==> src/design/rae_pkg.sv <==
// ----------------------------------------------------------------------------
// rae_pkg: shared types and constants for the register ALU execute block
// Opcodes, status codes, ALU operation codes, the sequencer states and the
// control structs passed between the sequencer and the shared ALU.
// ----------------------------------------------------------------------------
package rae_pkg;

	localparam int DATA_W    = 64;
	localparam int BYTE_W    = 8;
	localparam int REG_COUNT = 32;
	localparam int IDX_W     = (REG_COUNT > 1) ? $clog2(REG_COUNT) : 1;
	localparam int CNT_W     = $clog2(DATA_W);
	localparam int STAT_W    = 2;

	// Packed stream widths, padded to whole bytes
	localparam int IN_RAW_W  = 3 * BYTE_W + DATA_W;
	localparam int IN_W      = ((IN_RAW_W + BYTE_W - 1) / BYTE_W) * BYTE_W;
	localparam int OUT_RAW_W = STAT_W + DATA_W;
	localparam int OUT_W     = ((OUT_RAW_W + BYTE_W - 1) / BYTE_W) * BYTE_W;

	localparam logic [BYTE_W-1:0] OP_NOP  = 8'h00;
	localparam logic [BYTE_W-1:0] OP_LOAD = 8'h01;
	localparam logic [BYTE_W-1:0] OP_MOVE = 8'h02;
	localparam logic [BYTE_W-1:0] OP_ADD  = 8'h03;
	localparam logic [BYTE_W-1:0] OP_SUB  = 8'h04;
	localparam logic [BYTE_W-1:0] OP_MUL  = 8'h05;
	localparam logic [BYTE_W-1:0] OP_DIV  = 8'h06;
	localparam logic [BYTE_W-1:0] OP_MOD  = 8'h07;
	localparam logic [BYTE_W-1:0] OP_NOP2 = 8'h08;

	localparam logic [STAT_W-1:0] STAT_OK       = 2'd0;
	localparam logic [STAT_W-1:0] STAT_BAD_REG  = 2'd1;
	localparam logic [STAT_W-1:0] STAT_BAD_INSN = 2'd2;
	localparam logic [STAT_W-1:0] STAT_DIV_ZERO = 2'd3;

	typedef enum logic [2:0] {
		ALU_MOVE,
		ALU_ADD,
		ALU_SUB,
		ALU_MUL,
		ALU_DIV,
		ALU_MOD
	} alu_op_t;

	typedef enum logic [2:0] {
		S_IDLE,
		S_READ,
		S_EXEC,
		S_ALU,
		S_DONE
	} seq_state_t;

	typedef struct packed {
		logic    start;
		alu_op_t op;
	} alu_req_t;

	typedef struct packed {
		logic done;
	} alu_rsp_t;

	function automatic logic reg_ok(input logic [BYTE_W-1:0] idx);
		return {1'b0, idx} < (BYTE_W + 1)'(REG_COUNT);
	endfunction

endpackage

==> src/design/rae_regfile.sv <==
// ----------------------------------------------------------------------------
// rae_regfile: register file of the execute block
// One write port, two registered read ports. A valid bit per entry stands in
// for clearing at reset: an entry never written since reset reads as zero.
// ----------------------------------------------------------------------------
module rae_regfile import rae_pkg::*; (
	input  logic              clk,
	input  logic              arst_n,
	input  logic [IDX_W-1:0]  rd_addr_a,
	input  logic [IDX_W-1:0]  rd_addr_b,
	output logic [DATA_W-1:0] rd_data_a,
	output logic [DATA_W-1:0] rd_data_b,
	input  logic              wr_en,
	input  logic [IDX_W-1:0]  wr_addr,
	input  logic [DATA_W-1:0] wr_data
);

	logic [DATA_W-1:0]    mem [REG_COUNT];
	logic [REG_COUNT-1:0] vld_q;
	logic [DATA_W-1:0]    rda_q;
	logic [DATA_W-1:0]    rdb_q;
	logic                 rda_vld_q;
	logic                 rdb_vld_q;

	always_ff @(posedge clk) begin
		if (wr_en) begin
			mem[wr_addr] <= wr_data;
		end
		rda_q <= mem[rd_addr_a];
		rdb_q <= mem[rd_addr_b];
	end

	always_ff @(posedge clk or negedge arst_n) begin
		if (!arst_n) begin
			vld_q     <= '0;
			rda_vld_q <= 1'b0;
			rdb_vld_q <= 1'b0;
		end else begin
			if (wr_en) begin
				vld_q[wr_addr] <= 1'b1;
			end
			rda_vld_q <= vld_q[rd_addr_a];
			rdb_vld_q <= vld_q[rd_addr_b];
		end
	end

	assign rd_data_a = rda_vld_q ? rda_q : '0;
	assign rd_data_b = rdb_vld_q ? rdb_q : '0;

endmodule

==> src/design/rae_alu.sv <==
// ----------------------------------------------------------------------------
// rae_alu: shared iterative arithmetic unit
// One 65-bit adder/subtractor serves move, add and subtract in a single step,
// shift-add multiply and restoring divide in one bit per step.
// ----------------------------------------------------------------------------
module rae_alu import rae_pkg::*; (
	input  logic              clk,
	input  logic              arst_n,
	input  alu_req_t          req,
	input  logic [DATA_W-1:0] opnd_a,
	input  logic [DATA_W-1:0] opnd_b,
	output alu_rsp_t          rsp,
	output logic [DATA_W-1:0] result
);

	alu_op_t             op_q;
	logic                busy_q;
	logic                done_q;
	logic [CNT_W-1:0]    cnt_q;
	logic [DATA_W-1:0]   acc_q;   // accumulator / partial remainder
	logic [DATA_W-1:0]   opa_q;   // multiplicand / dividend-quotient shift
	logic [DATA_W-1:0]   opb_q;   // multiplier / divisor

	logic [DATA_W:0]     add_x;
	logic [DATA_W-1:0]   add_y;
	logic                add_sub;
	logic [DATA_W+1:0]   add_sum;
	logic                add_ge;
	logic                iter_op;
	logic                last;

	always_comb begin
		add_x   = {1'b0, acc_q};
		add_y   = opb_q;
		add_sub = 1'b0;
		iter_op = 1'b0;
		case (op_q)
			ALU_SUB: begin
				add_sub = 1'b1;
			end
			ALU_MUL: begin
				add_y   = opb_q[0] ? opa_q : '0;
				iter_op = 1'b1;
			end
			ALU_DIV, ALU_MOD: begin
				add_x   = {acc_q, opa_q[DATA_W-1]};
				add_sub = 1'b1;
				iter_op = 1'b1;
			end
			default: begin
			end
		endcase
		add_sum = {1'b0, add_x}
			+ {1'b0, (add_sub ? ~{1'b0, add_y} : {1'b0, add_y})}
			+ (DATA_W + 2)'(add_sub);
		add_ge  = add_sum[DATA_W+1];
		last    = !iter_op || (cnt_q == '0);
	end

	always_ff @(posedge clk) begin
		if (req.start) begin
			acc_q <= (req.op == ALU_ADD || req.op == ALU_SUB) ? opnd_a : '0;
			opa_q <= opnd_a;
			opb_q <= opnd_b;
			cnt_q <= CNT_W'(DATA_W - 1);
			op_q  <= req.op;
		end else if (busy_q) begin
			case (op_q)
				ALU_MUL: begin
					acc_q <= add_sum[DATA_W-1:0];
					opa_q <= {opa_q[DATA_W-2:0], 1'b0};
					opb_q <= {1'b0, opb_q[DATA_W-1:1]};
				end
				ALU_DIV, ALU_MOD: begin
					acc_q <= add_ge ? add_sum[DATA_W-1:0] : add_x[DATA_W-1:0];
					opa_q <= {opa_q[DATA_W-2:0], add_ge};
				end
				default: begin
					acc_q <= add_sum[DATA_W-1:0];
				end
			endcase
			cnt_q <= cnt_q - 1'b1;
		end
	end

	always_ff @(posedge clk or negedge arst_n) begin
		if (!arst_n) begin
			busy_q <= 1'b0;
			done_q <= 1'b0;
		end else begin
			done_q <= busy_q && last;
			if (req.start) begin
				busy_q <= 1'b1;
			end else if (busy_q && last) begin
				busy_q <= 1'b0;
			end
		end
	end

	assign rsp.done = done_q;
	assign result   = (op_q == ALU_DIV) ? opa_q : acc_q;

endmodule

==> src/design/register_alu_instruction_execute.sv <==
// ----------------------------------------------------------------------------
// register_alu_instruction_execute: register machine instruction execute
// Runs one decoded instruction (nop, load, move, add, sub, mul, div, mod)
// against a file of 32 unsigned 64-bit registers and returns one status and
// written value per instruction.
//
//   channel   dir   fields (lowest bit first)
//   s_axis    in    tdata: action[7:0] dest_reg[15:8] src_reg[23:16]
//                          immediate[87:24]
//   m_axis    out   tdata: status[1:0] written_value[65:2], zero pad to 72
//
// Nop, load and every error finish in the execute state without the shared
// unit; move, add and sub go through the shared adder in rae_alu; mul, div
// and mod take its 64 one-bit steps.
// Reset clears all control state and the register valid bits at once; no
// clearing pass is needed, so the block is ready the cycle after reset.
// A result waiting on m_axis does not block the next input transfer; a
// second result waits in the final sequencer state until the first is taken.
// ----------------------------------------------------------------------------
module register_alu_instruction_execute import rae_pkg::*; (
	input  logic             clk,
	input  logic             arst_n,
	input  logic             s_axis_tvalid,
	output logic             s_axis_tready,
	input  logic [IN_W-1:0]  s_axis_tdata,   // action, dest_reg, src_reg, immediate
	output logic             m_axis_tvalid,
	input  logic             m_axis_tready,
	output logic [OUT_W-1:0] m_axis_tdata    // status, written_value, pad
);

	seq_state_t          state_q;
	seq_state_t          state_nxt;

	// Instruction held for the whole run
	logic [BYTE_W-1:0]   act_q;
	logic [BYTE_W-1:0]   dst_q;
	logic [BYTE_W-1:0]   src_q;
	logic [DATA_W-1:0]   imm_q;

	// Result staged before the register write and output load
	logic [STAT_W-1:0]   res_stat_q;
	logic [DATA_W-1:0]   res_val_q;
	logic                res_we_q;
	logic                res_load;
	logic [STAT_W-1:0]   res_stat_nxt;
	logic [DATA_W-1:0]   res_val_nxt;
	logic                res_we_nxt;

	// Output register
	logic                out_vld_q;
	logic [STAT_W-1:0]   out_stat_q;
	logic [DATA_W-1:0]   out_val_q;
	logic                out_load;

	logic                in_xfer;
	logic [DATA_W-1:0]   rd_a;
	logic [DATA_W-1:0]   rd_b;
	logic                rf_we;
	alu_req_t            alu_req;
	alu_rsp_t            alu_rsp;
	logic [DATA_W-1:0]   alu_result;

	assign in_xfer = s_axis_tvalid && s_axis_tready;

	// Capture the instruction on its input transfer
	always_ff @(posedge clk) begin
		if (in_xfer) begin
			act_q <= s_axis_tdata[BYTE_W-1:0];
			dst_q <= s_axis_tdata[2*BYTE_W-1:BYTE_W];
			src_q <= s_axis_tdata[3*BYTE_W-1:2*BYTE_W];
			imm_q <= s_axis_tdata[3*BYTE_W+DATA_W-1:3*BYTE_W];
		end
	end

	rae_regfile u_regfile (
		.clk       (clk),
		.arst_n    (arst_n),
		.rd_addr_a (dst_q[IDX_W-1:0]),
		.rd_addr_b (src_q[IDX_W-1:0]),
		.rd_data_a (rd_a),
		.rd_data_b (rd_b),
		.wr_en     (rf_we),
		.wr_addr   (dst_q[IDX_W-1:0]),
		.wr_data   (res_val_q)
	);

	rae_alu u_alu (
		.clk    (clk),
		.arst_n (arst_n),
		.req    (alu_req),
		.opnd_a (rd_a),
		.opnd_b (rd_b),
		.rsp    (alu_rsp),
		.result (alu_result)
	);

	// Sequencer: next state, decode and result staging
	always_comb begin
		state_nxt     = state_q;
		s_axis_tready = 1'b0;
		alu_req.start = 1'b0;
		alu_req.op    = ALU_MOVE;
		res_load      = 1'b0;
		res_stat_nxt  = STAT_OK;
		res_val_nxt   = '0;
		res_we_nxt    = 1'b0;
		out_load      = 1'b0;
		rf_we         = 1'b0;

		case (act_q)
			OP_ADD:  alu_req.op = ALU_ADD;
			OP_SUB:  alu_req.op = ALU_SUB;
			OP_MUL:  alu_req.op = ALU_MUL;
			OP_DIV:  alu_req.op = ALU_DIV;
			OP_MOD:  alu_req.op = ALU_MOD;
			default: alu_req.op = ALU_MOVE;
		endcase

		case (state_q)
			S_IDLE: begin
				s_axis_tready = 1'b1;
				if (s_axis_tvalid) begin
					state_nxt = S_READ;
				end
			end
			S_READ: begin
				// Register file read lands at the end of this cycle
				state_nxt = S_EXEC;
			end
			S_EXEC: begin
				res_load  = 1'b1;
				state_nxt = S_DONE;
				if (act_q == OP_NOP || act_q == OP_NOP2) begin
					res_stat_nxt = STAT_OK;
				end else if (act_q > OP_NOP2) begin
					res_stat_nxt = STAT_BAD_INSN;
				end else if (act_q == OP_LOAD) begin
					if (reg_ok(dst_q)) begin
						res_val_nxt = imm_q;
						res_we_nxt  = 1'b1;
					end else begin
						res_stat_nxt = STAT_BAD_REG;
					end
				end else if (!reg_ok(dst_q) || !reg_ok(src_q)) begin
					res_stat_nxt = STAT_BAD_REG;
				end else if ((act_q == OP_DIV || act_q == OP_MOD) && rd_b == '0) begin
					res_stat_nxt = STAT_DIV_ZERO;
				end else begin
					// Hand the operands to the shared unit
					res_load      = 1'b0;
					alu_req.start = 1'b1;
					state_nxt     = S_ALU;
				end
			end
			S_ALU: begin
				if (alu_rsp.done) begin
					res_load    = 1'b1;
					res_val_nxt = alu_result;
					res_we_nxt  = 1'b1;
					state_nxt   = S_DONE;
				end
			end
			S_DONE: begin
				// Hold until the output register is free, then commit
				if (!out_vld_q || m_axis_tready) begin
					out_load  = 1'b1;
					rf_we     = res_we_q;
					state_nxt = S_IDLE;
				end
			end
			default: begin
				state_nxt = S_IDLE;
			end
		endcase
	end

	always_ff @(posedge clk or negedge arst_n) begin
		if (!arst_n) begin
			state_q   <= S_IDLE;
			res_we_q  <= 1'b0;
			out_vld_q <= 1'b0;
		end else begin
			state_q <= state_nxt;
			if (res_load) begin
				res_we_q <= res_we_nxt;
			end
			if (out_load) begin
				out_vld_q <= 1'b1;
			end else if (m_axis_tready) begin
				out_vld_q <= 1'b0;
			end
		end
	end

	always_ff @(posedge clk) begin
		if (res_load) begin
			res_stat_q <= res_stat_nxt;
			res_val_q  <= res_val_nxt;
		end
		if (out_load) begin
			out_stat_q <= res_stat_q;
			out_val_q  <= res_val_q;
		end
	end

	assign m_axis_tvalid = out_vld_q;
	assign m_axis_tdata  = {(OUT_W - OUT_RAW_W)'(0), out_val_q, out_stat_q};

`ifndef SYNTHESIS
	// The shared unit reports completion only while the sequencer waits on it
	assert property (@(posedge clk) disable iff (!arst_n)
		alu_rsp.done |-> state_q == S_ALU)
		else $error("ALU done outside ALU wait");

	// A started operation is always followed by the ALU wait state
	assert property (@(posedge clk) disable iff (!arst_n)
		alu_req.start |=> state_q == S_ALU)
		else $error("ALU start not followed by wait");

	// A register write only ever comes with a successful result
	assert property (@(posedge clk) disable iff (!arst_n)
		rf_we |-> res_stat_q == STAT_OK)
		else $error("register write with error status");

	// Any error result carries a zero written value
	assert property (@(posedge clk) disable iff (!arst_n)
		(m_axis_tvalid && out_stat_q != STAT_OK) |-> out_val_q == '0)
		else $error("error result with nonzero value");

	// Input is taken only when no instruction is in flight
	assert property (@(posedge clk) disable iff (!arst_n)
		in_xfer |=> state_q == S_READ)
		else $error("input transfer did not start a run");
`endif

endmodule

==> config.mk <==
export PLATFORM = sky130hd
export DESIGN_NAME = register_alu_instruction_execute
export DESIGN_NICKNAME = d
export VERILOG_FILES = /design/src/design/rae_pkg.sv /design/src/design/rae_regfile.sv /design/src/design/rae_alu.sv /design/src/design/register_alu_instruction_execute.sv
export SDC_FILE = /design/constraint.sdc
export NUM_CORES = 2
export LEC_CHECK = 0
export ABC_AREA = 1
export BUFFER_PORTS_ARGS = -buffer_cell sky130_fd_sc_hd__buf_2
export CAP_MARGIN = 25
export CORE_ASPECT_RATIO = 1.75
export CORE_UTILIZATION = 33
export CTS_CLUSTER_SIZE = 12
export DETAILED_ROUTE_END_ITERATION = 10
export PLACE_DENSITY = 0.47
export SYNTH_ARGS = -nofsm -noshare
export SYNTH_HDL_FRONTEND = slang
export SYNTH_SLANG_ARGS = --single-unit
==> constraint.sdc <==
create_clock -name clk -period 11.4 [get_ports clk]
set_input_delay 0.57 -clock clk [delete_from_list [all_inputs] [get_ports clk]]
set_output_delay 0.57 -clock clk [all_outputs]
set_load 0.01 [all_outputs]
Yosys cells after proc, flatten, opt, wreduce, memory -nomap -nowiden
Memories as Yosys holds them, arrays and structs flattened. A register that Yosys moved wholly into a read port is not among the register bits.
Index checks and enable logic that the tools add are counted.

storage, ports and cells
  output and inout bits = 74
  register bits = 462
  input port bits = 92
  memories = 1
  logic and storage cells = 162
  bits in writable memories = 2048

memories
  memory         depth  width  read ports  clocked after Yosys merged registers in  wr ports  RTL line           RTL
  u_regfile.mem  32     64     2           2                                        1         rae_regfile.sv:18  logic [DATA_W-1:0] mem [REG_COUNT];

operators by class
  mux-type cells = 76
  $add $sub $neg = 3
  bitwise logic cells = 3
  reduce and logical (&&, ||, !) cells = 31
  magnitude comparators = 6
  equal/unequal tests = 20

operator list
  cell                                                        number
  two-way mux 64 bit                                          20
  one-hot mux 64 bit (2 select lines)                         2
  two-way mux 65 bit                                          2
  adder 65 x 65 -> 66 bit                                     1
  adder 66 x 1 -> 66 bit                                      1
  NOT 64 -> 65 bit                                            1
  zero test 64 bit                                            1
  two-way mux 1 bit                                           33
  equality test 8 x 3 -> 1 bit, second input constant         4
  bitwise OR 32 bit                                           1
  one-hot mux 3 bit (5 select lines)                          2
  two-way mux 3 bit                                           8
  less-than comparator 8 x 6 -> 1 bit, second input constant  2
  equality test 3 x 2 -> 1 bit, second input constant         5
  less-than comparator 5 x 6 -> 1 bit, second input constant  2
  binary-select mux 1 bit (select 5 bit)                      2
  equality test 3 bit, second input constant                  3
  OR reduction 3 bit                                          3
  equality test 8 x 1 -> 1 bit, second input constant         1
  equality test 8 x 2 -> 1 bit, second input constant         1
  equality test 8 x 4 -> 1 bit, second input constant         1
  > comparator 8 x 4 -> 1 bit, second input constant          1
  zero test 8 bit                                             1
  two-way mux 2 bit                                           4
  other kinds (18)                                            37

Longest topological paths before layout
  depth after elaboration = 11
  mapped depth = 25
  mapped depth without buffers = 24

Modules after synthesis
A second synthesis with hierarchy kept.

unflattened totals
  cells, all modules = 14870
  area, all modules = 132746.1 µm²

modules (own cells, without submodules)
  module                            area each (µm²)  instances  cells each  seq. area each (µm²)
  rae_regfile                       107279.1         1          11830       64912.3
  rae_alu                           17058.9          1          2454        6025.8
  register_alu_instruction_execute  8408.1           1          586         6731.5

Worst setup path before layout
OpenSTA, ideal clock, no wires.

  path kind = register to register
  start = reg u_alu.op_q[2]
  end = reg u_alu.opb_q[0], enable pin
  buffers on the path = 1
  setup time = 0.575 ns
  setup slack = 5.333 ns
  clock period less this slack = 6.067 ns
  stages on the path, launching flop included = 5
  arrival = 5.492 ns
  required time = 10.825 ns
  cell sequence = edfxtp_1 nor2_1 inv_2 clkbuf_1 o21ai_0

on the way
  longest elaborated chain between the ends = 3

RTL lines
  what                           RTL line       RTL
  start: declaration             rae_alu.sv:16  alu_op_t op_q;
  start signal: assignment       rae_alu.sv:66  op_q <= req.op;
  equality test 3 x 2 -> 1 bit   rae_alu.sv:68  case (op_q)
  nonzero test 2 bit (no line)   -
  AND reduction 2 bit (no line)  -
  end signal: assignment         rae_alu.sv:64  opb_q <= opnd_b;
  end signal: assignment         rae_alu.sv:72  opb_q <= {1'b0, opb_q[DATA_W-1:1]};
  end: declaration               rae_alu.sv:22  logic [DATA_W-1:0] opb_q;

Every way passes these cells.
A chain may end at the register's enable or synchronous reset.

Final worst setup path
  start = reg u_alu.op_q[1]
  end = reg u_alu.acc_q[5], data pin

on the way
  longest elaborated chain between the ends = 10
  elaborated cells between the ends (all ways) = 17
  classes of those cells = add/sub: 2; eq/ne: 4; mux: 8; bitwise: 1; reduce/logical: 2

RTL lines
  what                                                                        RTL line                      RTL
  equality test 3 x 2 -> 1 bit / equality test 3 bit (equally long branches)  rae_alu.sv:37, rae_alu.sv:68
  OR reduction 3 bit (no line) / two-way mux 64 bit (equally long branches)   -
  two-way mux 1 bit / NOT 64 -> 65 bit (equally long branches)                rae_alu.sv:37, rae_alu.sv:54
  two-way mux 65 bit                                                          rae_alu.sv:54                 + {1'b0, (add_sub ? ~{1'b0, add_y} : {1'b0, add_y})}
  adder 65 x 65 -> 66 bit                                                     rae_alu.sv:54
  adder 66 x 1 -> 66 bit                                                      rae_alu.sv:55                 + (DATA_W + 2)'(add_sub);
  two-way mux 64 bit                                                          rae_alu.sv:75                 acc_q <= add_ge ? add_sum[DATA_W-1:0] : add_x[DATA_W-1:0];
  two-way mux 64 bit (*)                                                      rae_alu.sv:68
  two-way mux 64 bit (*)                                                      rae_alu.sv:67                 end else if (busy_q) begin
  two-way mux 64 bit (*)                                                      rae_alu.sv:61                 if (req.start) begin
  end signal: assignment                                                      rae_alu.sv:62                 acc_q <= (req.op == ALU_ADD || req.op == ALU_SUB) ? opnd_a : '0;
  end signal: assignment                                                      rae_alu.sv:70                 acc_q <= add_sum[DATA_W-1:0];
  end signal: assignment                                                      rae_alu.sv:75
  end: declaration                                                            rae_alu.sv:20                 logic [DATA_W-1:0] acc_q;

Every way passes the cells marked *; elsewhere a longest branch is shown, timed or not. The select of a mux whose other input is x is not followed.

==> flow_metrics.env <==
export IMPL_status="finished clean"
export IMPL_min_delay_path_class="in -> reg"
export IMPL_io_pins=166
export IMPL_place_inst=15770
export IMPL_drc=0
export IMPL_switchingPower_w=0.009006
export IMPL_peakVddDrop_mv=0.1431
export IMPL_critPathRequiredTime_ns=11.98
export IMPL_clockBufferDepth=4
export IMPL_numPortBuffers=159
export IMPL_drive_gt1_frac=0.08385
export IMPL_rr_startpoint="u_alu.op_q[1]"
export IMPL_start_util=0.3318
export IMPL_tns_ns=0
export IMPL_synth_seq_area_share=0.6389
export IMPL_die_h_um=804.9
export IMPL_power_frac_comb=0.225
export IMPL_avgRoutedWirePerCell_um=34.73
export IMPL_maxSlewHeadroom=0.1663
export IMPL_antenna_left=0
export IMPL_clkTransAtPathRegs_ns=0.06
export IMPL_fp_row_count=294
export IMPL_fmax_ghz=0.1579
export IMPL_path_depth=26
export IMPL_yosysTopAreaCell="edfxtp_1"
export IMPL_clockPowerShare=0.329
export IMPL_areaGrowthSynthToFinish_pct=13.51
export IMPL_drv_slew=0
export IMPL_switching_share=0.3400
export IMPL_path_delay_family="buffers and inverters"
export IMPL_nFillCells=35690
export IMPL_internal_power_w=0.01748
export IMPL_reg2reg_depth=26
export IMPL_die_x_um=460.8
export IMPL_endpoint_kind="flip-flop"
export IMPL_hold_viol=0
export IMPL_cts_sinks=2638
export IMPL_grt_max_degree=164
export IMPL_clock_skew_ns=0.05624
export IMPL_overflow=0
export IMPL_p_seq_frac=0.445
export IMPL_fin_nets=11440
export IMPL_grt_pass1_vias=97750
export IMPL_h_tree_depth=5
export IMPL_vias=100700
export IMPL_crit_fanout=58
export IMPL_clk_latency_ns=0.90
export IMPL_dpl_hpwl_um=338600
export IMPL_numCtsBuffers=274
export IMPL_synth_area_sq_mm=0.1216
export IMPL_min_from="s_axis_tvalid"
export IMPL_async_reset_ff_frac=0.01554
export IMPL_track_usage=0.2956
export IMPL_die_area_sq_mm=0.3709
export IMPL_critPathKind="reg -> reg"
export IMPL_drt_wl_total_um=568900
export IMPL_viasPerCell=6.146
export IMPL_cts_root_buffer="clkbuf_16"
export IMPL_drt_iter0_drc=13260
export IMPL_startpoint="u_alu.op_q[1]"
export IMPL_r2r_setup_slack_ns=5.07
export IMPL_synth_edf_count=2463
export IMPL_leakage_nw=46.34
export IMPL_yosysTopAreaCellShare=0.6083
export IMPL_crit_path_start_kind="flip-flop"
export IMPL_r2r_end="u_alu.acc_q[5]"
export IMPL_syn_instance_count=11300
export IMPL_grt_pass1_wl_um=774800
export IMPL_synth_most_common_cell="edfxtp_1"
export IMPL_worst_pin_slew_ns=1.237
export IMPL_dr_pass1_iters=8
export IMPL_critPathMaxStageDelay_ns=0.69
export IMPL_cts_setup_buffers=0
export IMPL_crit_slowest_cell="buf_4"
export IMPL_antenna_found_initial=39
export IMPL_synthTopCellsByArea="edfxtp_1, o21ai_0, a22oi_1"
export IMPL_worst_path_buf_inv=8
export IMPL_place_gp_congestion=0.9686
export IMPL_cp_endpoint="u_alu.acc_q[5]"
export IMPL_maxCapViolCount=0
export IMPL_fin_cells=16380
export IMPL_cts_tree="yes"
export IMPL_netlist_top_cells_count="edfxtp_1, o21ai_0, nor2_1"
export IMPL_cp_arrival_ns=6.91
export IMPL_place_area_sq_mm=0.1283
export IMPL_powerDensity_mw_per_mm2=191.9
export IMPL_fin_util=0.3766
export IMPL_ys_seq_elements=2638
export IMPL_rsz0062_at_grt="no"
export IMPL_core_area_sq_mm=0.3664
export IMPL_min_period_over_period=0.5554
export IMPL_fin_crit_ns=6.331
export IMPL_yosys_warnings=0
export IMPL_syn_avg_cell_area_sq_um=10.76
export IMPL_design_area_sq_mm=0.1380
export IMPL_post_synth_num_cell_types=56
export IMPL_ys_flop_type="edfxtp_1"
export IMPL_totalPowerFinal_w=0.02649
export IMPL_setup_violations=0
==> worst min-delay path, cell delays in order <==
cell and delay [ns]:
buf_2 0.09, o21ai_0 0.09, nor2_1 0.13, nand3_1 0.09, nand2_1 0.06
==> power groups by stage <==
stage	sequential (W)	clock [W]	combinational (W)
6_report	0.0118	0.00872	0.00597
4_1_cts	0.0119	0.00884	0.00570
3_5_place_dp	0.0121	0	0.00566
3_3_place_gp	0.0121	0	0.00548
5_1_grt	0.0118	0.00914	0.00623
2_1_floorplan	0.0117	0	0.00300
==> stage by stage <==
step	hold WS (ns)	worst slack, ns
floorplan	0.2744	5.333
global placement	0.4006	5.247
detailed placement	0.4066	5.192
CTS	0.1225	5.165
global route	0.1862	4.778
finish	0.1878	5.069
==> cell families (layout without fill, tap and decap cells) <==
kind of cell             count (synthesis)  after routing  share of synthesized area
other                                    1             43                 0.00003084
adder cells (fa/ha/maj)                 66             66                   0.006854
flip-flops                            2638           2638                     0.6389
XOR/XNOR                                96             96                   0.006916
AO/OA/AOI/OAI                         4126           4126                     0.2017
buffers and inverters                 1316           1474                    0.04305
AND/OR/NAND/NOR                       3055           3055                     0.1026
==> flip-flops by register name, indices dropped and copies added, names as in the netlist <==
register / count
u_regfile.mem: 2048
imm_q: 64
out_val_q: 64
res_val_q: 64
u_alu.acc_q: 64
u_alu.opa_q: 64
u_alu.opb_q: 64
u_regfile.rda_q: 64
u_regfile.rdb_q: 64
u_regfile.vld_q: 32
act_q: 8
dst_q: 8
src_q: 8
u_alu.cnt_q: 6
state_q: 3
u_alu.op_q: 3
out_stat_q: 2
res_stat_q: 2
m_axis_tvalid: 1
res_we_q: 1
u_alu.busy_q: 1
u_alu.rsp: 1
u_regfile.rda_vld_q: 1
u_regfile.rdb_vld_q: 1
==> routing by layer <==
| layer | share of wire | routed length (um) | vias to the layer above | track usage |
|---|---|---|---|---|
| met1 | 0.36 | 206900 | 51150 | 0.3502 |
| met5 | 0.00021 | 118 | - | 0 |
| li1 | - | - | 42020 | - |
| met2 | 0.48 | 272500 | 6071 | 0.4916 |
| met4 | 0.076 | 43300 | 14 | 0.1986 |
| met3 | 0.081 | 46110 | 1432 | 0.04857 |
==> final cells by class <==
| class | instances | area, sq um | share of cell area |
|---|---|---|---|
| multi-input combinational | 7349 | 39100 | 0.2833 |
| clock buffer | 429 | 7866 | 0.05700 |
| clock inverter | 28 | 232.7 | 0.001686 |
| antenna | 37 | 92.59 | 0.0006710 |
| timing repair buffer | 571 | 5194 | 0.03764 |
| sequential | 2638 | 77670 | 0.5628 |
| tap | 4884 | 6111 | 0.04428 |
| inverter | 446 | 1729 | 0.01253 |
==> cell usage in the layout, fill, tap and decap left out, drive strengths merged, types with 41 or more instances in the layout <==
cell type / synthesis / routed
or2: 69 / 69
nand3: 244 / 244
nor4: 86 / 86
o221ai: 57 / 57
xor2: 79 / 79
dlygate4sd3: 0 / 90
o22ai: 540 / 540
edfxtp: 2463 / 2463
a22oi: 1044 / 1044
nand2: 1128 / 1128
inv: 443 / 452
a21oi: 658 / 658
nand4: 71 / 71
clkbuf: 701 / 432
dfxtp: 134 / 134
ha: 65 / 65
dfrtp: 41 / 41
nor2: 1428 / 1428
buf: 169 / 478
o21ai: 1676 / 1676
o31ai: 63 / 63
==> worst min-delay path by stage <==
stage,end,slack (ns),depth (start not counted)
4_1_cts,state_q[0],0.12,5
6_report,state_q[0],0.19,5
5_1_grt,state_q[0],0.19,5
3_5_place_dp,out_stat_q[0],0.41,0
2_1_floorplan,m_axis_tvalid,0.27,0
3_3_place_gp,out_stat_q[0],0.40,0
==> timing repair <==
action | in CTS | in global routing
hold buffers | 90 | 0
endpoints found under the hold margin | 130 | 0
resized for setup | 0 | 0
No activity file was read; power rests on OpenSTA's default activity.
